--- src/teah_pkg.sv ---
// shared types and constants of the edge adjacency hash block
package teah_pkg;

    localparam int BUCKETS       = 512;
    localparam int BUCKET_BITS   = $clog2(BUCKETS);
    localparam int ENTRIES       = 4096;
    localparam int ENTRY_BITS    = $clog2(ENTRIES);
    localparam int USED_BITS     = ENTRY_BITS + 1;
    localparam int TRI_BITS      = 12;
    localparam int SLOT_BITS     = 2;
    localparam int VERTEX_BITS   = 16;
    localparam int HASH_BITS     = VERTEX_BITS + 6;
    localparam int MARK_BITS     = 4;
    localparam int NMARK_BITS    = 2;
    localparam int IN_BITS       = 48;
    localparam int OUT_BITS      = 24;

    localparam logic [HASH_BITS-1:0]  HASH_LO_MUL    = HASH_BITS'(13);
    localparam logic [HASH_BITS-1:0]  HASH_HI_MUL    = HASH_BITS'(17);
    localparam logic [MARK_BITS-1:0]  MARK_NONE      = MARK_BITS'(0);
    localparam logic [MARK_BITS-1:0]  MARK_ORIENTED  = MARK_BITS'(1);
    localparam logic [MARK_BITS-1:0]  MARK_OUTSIDE   = MARK_BITS'(9);
    localparam logic [NMARK_BITS-1:0] NMARK_NONE     = NMARK_BITS'(0);
    localparam logic [NMARK_BITS-1:0] NMARK_ORIENTED = NMARK_BITS'(3);

    typedef struct packed {
        logic [TRI_BITS-1:0]    tri_idx;
        logic [SLOT_BITS-1:0]   slot;
        logic                   outside;
        logic [VERTEX_BITS-1:0] lo;
        logic [VERTEX_BITS-1:0] hi;
        logic [ENTRY_BITS-1:0]  next;
        logic                   has_next;
    } entry_t;

    typedef struct packed {
        logic                  valid;
        logic [ENTRY_BITS-1:0] head;
    } bucket_t;

    typedef struct packed {
        logic                  matched;
        logic [TRI_BITS-1:0]   neighbour_triangle;
        logic [SLOT_BITS-1:0]  neighbour_edge;
        logic [MARK_BITS-1:0]  own_mark;
        logic [NMARK_BITS-1:0] neighbour_mark;
        logic                  own_outside;
        logic                  table_full;
    } result_t;

    typedef enum logic [2:0] {
        S_CLR_RST,
        S_IDLE,
        S_CLR_MESH,
        S_BKT,
        S_BCHK,
        S_ECHK,
        S_INS,
        S_OUT
    } state_t;

    typedef struct packed {
        logic latch;
        logic clr_step;
        logic bkt_rd;
        logic ent_rd_head;
        logic ent_rd_next;
        logic hit;
        logic insert;
        logic load_out;
    } cmd_t;

    typedef struct packed {
        logic in_mesh;
        logic clr_last;
        logic bkt_valid;
        logic match;
        logic has_next;
        logic out_free;
    } status_t;

endpackage

--- src/teah_ctrl.sv ---
// controller state machine of the edge adjacency hash block
module teah_ctrl
    import teah_pkg::*;
(
    input  logic    aclk,
    input  logic    aresetn,
    input  logic    s_tvalid,
    output logic    s_tready,
    input  status_t st,
    output cmd_t    cmd
);

    state_t state_reg, state_next;

    always_ff @(posedge aclk) begin
        if (!aresetn) begin
            state_reg <= S_CLR_RST;
        end else begin
            state_reg <= state_next;
        end
    end

    always_comb begin
        state_next = state_reg;
        unique case (state_reg)
            S_CLR_RST: begin
                if (st.clr_last) state_next = S_IDLE;
            end
            S_IDLE: begin
                if (s_tvalid) state_next = st.in_mesh ? S_CLR_MESH : S_BKT;
            end
            S_CLR_MESH: begin
                if (st.clr_last) state_next = S_BKT;
            end
            S_BKT:  state_next = S_BCHK;
            S_BCHK: state_next = st.bkt_valid ? S_ECHK : S_INS;
            S_ECHK: begin
                priority if (st.match) state_next = S_OUT;
                else if (!st.has_next) state_next = S_INS;
                else state_next = S_ECHK;
            end
            S_INS:  state_next = S_OUT;
            S_OUT: begin
                if (st.out_free) state_next = S_IDLE;
            end
            default: state_next = S_IDLE;
        endcase
    end

    always_comb begin
        cmd      = '0;
        s_tready = 1'b0;
        unique case (state_reg)
            S_CLR_RST:  cmd.clr_step = 1'b1;
            S_IDLE: begin
                s_tready  = 1'b1;
                cmd.latch = s_tvalid;
            end
            S_CLR_MESH: cmd.clr_step = 1'b1;
            S_BKT:      cmd.bkt_rd = 1'b1;
            S_BCHK:     cmd.ent_rd_head = st.bkt_valid;
            S_ECHK: begin
                cmd.hit         = st.match;
                cmd.ent_rd_next = !st.match && st.has_next;
            end
            S_INS:      cmd.insert = 1'b1;
            S_OUT:      cmd.load_out = st.out_free;
            default:    cmd = '0;
        endcase
    end

endmodule

--- config.mk ---
export PLATFORM = sky130hd
export DESIGN_NAME = teah_ctrl
export DESIGN_NICKNAME = d
export VERILOG_FILES = /design/src/teah_pkg.sv /design/src/teah_ctrl.sv
export SDC_FILE = /design/constraint.sdc
export NUM_CORES = 1
export LEC_CHECK = 0
export BUFFER_PORTS_ARGS = -buffer_cell sky130_fd_sc_hd__buf_4
export CAP_MARGIN = 5
export CORE_AREA = 2 2 39 41
export CTS_BUF_LIST = sky130_fd_sc_hd__clkbuf_4
export CTS_CLUSTER_DIAMETER = 200
export DETAILED_ROUTE_END_ITERATION = 8
export DIE_AREA = 0 0 41 43
export HOLD_SLACK_MARGIN = 0.08
export SLEW_MARGIN = 20
export SYNTH_ARGS = -nofsm -noshare
export SYNTH_HDL_FRONTEND = slang
export SYNTH_SLANG_ARGS = --single-unit
--- constraint.sdc ---
create_clock -name aclk -period 1.65 [get_ports aclk]
set_clock_uncertainty 0.1 [all_clocks]
set_input_delay 0.33 -clock aclk [delete_from_list [all_inputs] [get_ports aclk]]
set_output_delay 0.33 -clock aclk [all_outputs]
set_load 0.02 [all_outputs]
---- After elaboration in Yosys (flattened, before gate mapping) ----
Index checks and enable logic that the tools add are counted.
operators by class
  equality and inequality tests ........... 11
  muxes and demuxes ....................... 17
  reduce and logical (&&, ||, !) cells .... 5
operators with widths
  kind                                                  number
  case mux 3 bit (8 select lines)                       1
  equality test 3 bit (second input constant)           4
  2-to-1 mux 3 bit                                      4
  2-to-1 mux 1 bit                                      8
  2-to-1 mux 2 bit                                      4
  != test 2 bit (second input constant)                 4
  equality test 3 x 2 -> 1 bit (second input constant)  2
  AND reduction 4 bit                                   1
  equality test 3 x 1 -> 1 bit (second input constant)  1
  zero test 3 bit                                       1
  OR reduction 2 bit                                    1
  logical AND 1 bit                                     1
  zero test 1 bit                                       1
word-level totals
  input port bits ......................... 9
  register bits ........................... 3

---- Logic depth before layout (Yosys ltp) ----
  depth in word-level cells ............... 3
  depth in mapped cells ................... 5

---- Least setup slack after synthesis ----
No wires, ideal clock.
  kind .................................... register -> output
  from .................................... reg state_reg[0]
  to ...................................... out cmd[7] (netlist name)
  stages on the path, launching flop included .. 4
  path buffers ............................ 0
  arrival ................................. 1.210 ns
  setup slack ............................. 0.010 ns
  path through ............................ dfxtp_1 > nor2b_1 > nor2b_1 > and2_1
RTL lines
  what                    line             text
  from (decl)             teah_ctrl.sv:13  state_t state_reg, state_next;
  from (signal assigned)  teah_ctrl.sv:19  state_reg <= state_next;
  to (decl)               teah_ctrl.sv:10  output cmd_t cmd

==> run summary <==
• complete, no violations — result of the run
• 4 — router iterations before antenna repair
• 347 — vias after detailed routing
• 0 — Fin. Hold Viols
• 0 — global-route congestion overflow total
• 0.04 ns — clock-pin transition on the worst setup and hold timing paths
• 0 — post-route ant nets
• 1.15 ns — data arrival time of the worst path
• 3 — TritonCTS Buffers
• 0 — fin. max-slew vios
• 72 — placed instance count
• 1.173 mm — first-pass GRT wire length
• 290 — number of global-route vias before repair
• 1384 um^2 — core outline area
• 0 ns — setup total negative slack
• 0.23 ns — clock latency on the worst-skew pair
• sky130_fd_sc_hd__dfxtp_1 — Primary FF master, synth
• 0 — final setup violation count
• 1763 um^2 — total die area
• 1 — number of H-tree levels
• 70 — Final #Nets
• 43 um — Chip Height
• 80.68% — worst slew margin relative to its limit
• 46.67% — fraction of final layout cells with drive strength greater than 1
• 570.5 um — detailed placer's ending HPWL
• 76 — Final Instance Count excl. Fillers
• 1.22 ns — critical path required time
• 21.52% — Initial Utilization
• 95.54% — fraction of the cycle the final worst path needs
• 634.3 MHz — fmax
• 25 — number of distinct library cell variants in the gate-level netlist after synthesis
• 17 — Port Buffers
• 0 — Synth warnings
• 0 — count of max-cap constraint violations
• 49 — Mapped Nets
• sky130_fd_sc_hd__clkbuf_4 — CTS root buf
• 20.17% — sequential cell area fraction in the yosys report
• 14 — Site Rows
• 153 — Layout fillers
• 297.8 um^2 — cell area after synthesis
• 0.34 ns — Largest stage delay, worst path
• 17 — largest net degree at the start of global routing
• 2 — maximum count of clock buffers along a single path
• reg2out — crit path kind
• 8 — violation count after the first detailed-routing iteration
• in2reg — type of the most critical hold path
• 9.789 um — DR WL/cell
• 4.566 — vias per cell
• 9.529% — Tot GR Track Use
• 0.2880 ns — Worst Tran Pin Value
• 0.2288 nW — reported leakage power
• 0.8022 — GP Congestion
• 0% — async set-or-reset flop fraction in the synthesized netlist
• 0 — count of flip-flops with a built-in enable after synthesis
• 3 — Largest register FFs
• 913.8 nW/um^2 — pwr dens
• 1.576 ns — shortest period the worst path allows
• 0 — detailed-route DRC error count
• 0 — post-CTS setup repair buffer count
• 0.0004884 V — maximum VDD drop
• 60.92% — growth of design area from synthesis to finish
• 0 — number of antenna violations at the first check in global routing
• 3 — Synth Register Bits
• 7.445 um^2 — post-synthesis area per instance
• 3 — count of clock tree sinks
• 18 — I/O pin count
• register — critical path launch point type
• output pin — critical path endpoint category
• 744 um — Detailed Route WL
• 41 um — Die X-Extent
• sky130_fd_sc_hd__dfxtp_2 — worst-path cell with the longest stage delay
• 40 — post-synthesis cell count
• nor2b_1 > nor2b_2 > and2_1 > buf_4 — worst-path cell chain
• 6 — top fanout value on the critical path
• built — TritonCTS clock tree
• 0 — number of antenna diodes
• yes — setup repair after global routing missed its margin
[cells in the mapped netlist, types with 2 or more instances]
cell type                  number  area share (%)
sky130_fd_sc_hd__nor2b_1        3             6.3
sky130_fd_sc_hd__dfxtp_1        3              20
sky130_fd_sc_hd__o31a_1         2             5.9
sky130_fd_sc_hd__nor2_1         3             3.8
sky130_fd_sc_hd__inv_1          2             2.5
sky130_fd_sc_hd__nand2_1        5             6.3
sky130_fd_sc_hd__nor3_1         2             3.4
sky130_fd_sc_hd__a211oi_1       2             5.0
sky130_fd_sc_hd__nor3b_1        2             5.0
[metal layers]
layer	wire length, um	GRT usage (%)	vias up	share of wire [%]
met5	0	0	-	0
met4	0	2.000	0	0
met3	59	4.712	0	7.9
met2	305	12.19	12	41
met1	379	14.10	148	51
li1	-	-	187	-
[layout make-up]
type	count	area, um^2	area share [%]
clock buffer	4	30.03	6.266
inverter	2	7.507	1.567
multi-input combinational	31	209.0	43.60
sequential	3	62.56	13.05
tap	16	20.02	4.178
timing repair buffer	20	150.1	31.33
[worst paths after layout]
check / from / endpoint / slack (ns) / cells after the start
worst max-delay path: state_reg[1]$_SDFFE_PN0P_ / cmd[7] / 0.07 / 4
worst min register to register: state_reg[1]$_SDFFE_PN0P_ / state_reg[0]$_SDFFE_PN0P_ / 0.53 / 2
worst max register to register: state_reg[0]$_SDFFE_PN0P_ / state_reg[1]$_SDFFE_PN0P_ / 0.27 / 4
worst min-delay path: aresetn / state_reg[2]$_SDFFE_PN0P_ / 0.29 / 2
[cell usage in the layout, fill, tap and decap left out, drive strengths merged, types with 2 or more instances in the layout]
master | netlist | final
nor3 | 2 | 2
buf | 2 | 20
dfxtp | 3 | 3
a211oi | 2 | 2
nor3b | 2 | 2
nor2b | 3 | 3
clkbuf | 2 | 4
nand2 | 5 | 5
nor2 | 3 | 3
o31a | 2 | 2
inv | 2 | 2
[metrics by stage]
stage / instance area (um^2) / setup slack, ns / hold WS, ns / utilization [%] / power, W
2_1_floorplan: 297.8 / 0.009510 / 0.3962 / - / 0.0002228
3_3_place_gp: 444.2 / 0.1822 / 0.5423 / 32.10 / 0.0002935
3_5_place_dp: 444.2 / 0.1333 / 0.5388 / 32.10 / 0.0002933
4_1_cts: 476.7 / 0.03981 / 0.2839 / 34.45 / 0.0004462
5_1_grt: 479.2 / -0.01610 / 0.2867 / 34.63 / 0.0004747
6_report: 479.2 / 0.07352 / 0.2922 / 34.63 / 0.0004379
[worst max-delay path: cells and delay by family, from the launching register on]
kind          cells  cell delay [ns]
buf+inv           1             0.13
flops             1             0.34
simple gates      3             0.45
[kinds of logic after synthesis]
group / Yosys count / share of synthesized area (%)
flip-flops: 3 / 20.17
buffers and inverters: 6 / 10.50
AND/OR/NAND/NOR: 21 / 39.92
AO/OA/AOI/OAI: 10 / 29.41
[report_power, final]
part           switching, W  internal (W)  total [W]
Sequential        0.0000107     0.0000842  0.0000949
Combinational      0.000102     0.0000978   0.000199
Clock             0.0000367      0.000107   0.000144
[timing repair]
item                                    4_1_cts  5_1_grt
hold buffers                                  0        0
endpoints found under the setup margin        5        2
gates cloned                                  0        0
resized for setup                             2        1
Note: power is estimated with default switching activity, not from simulation.
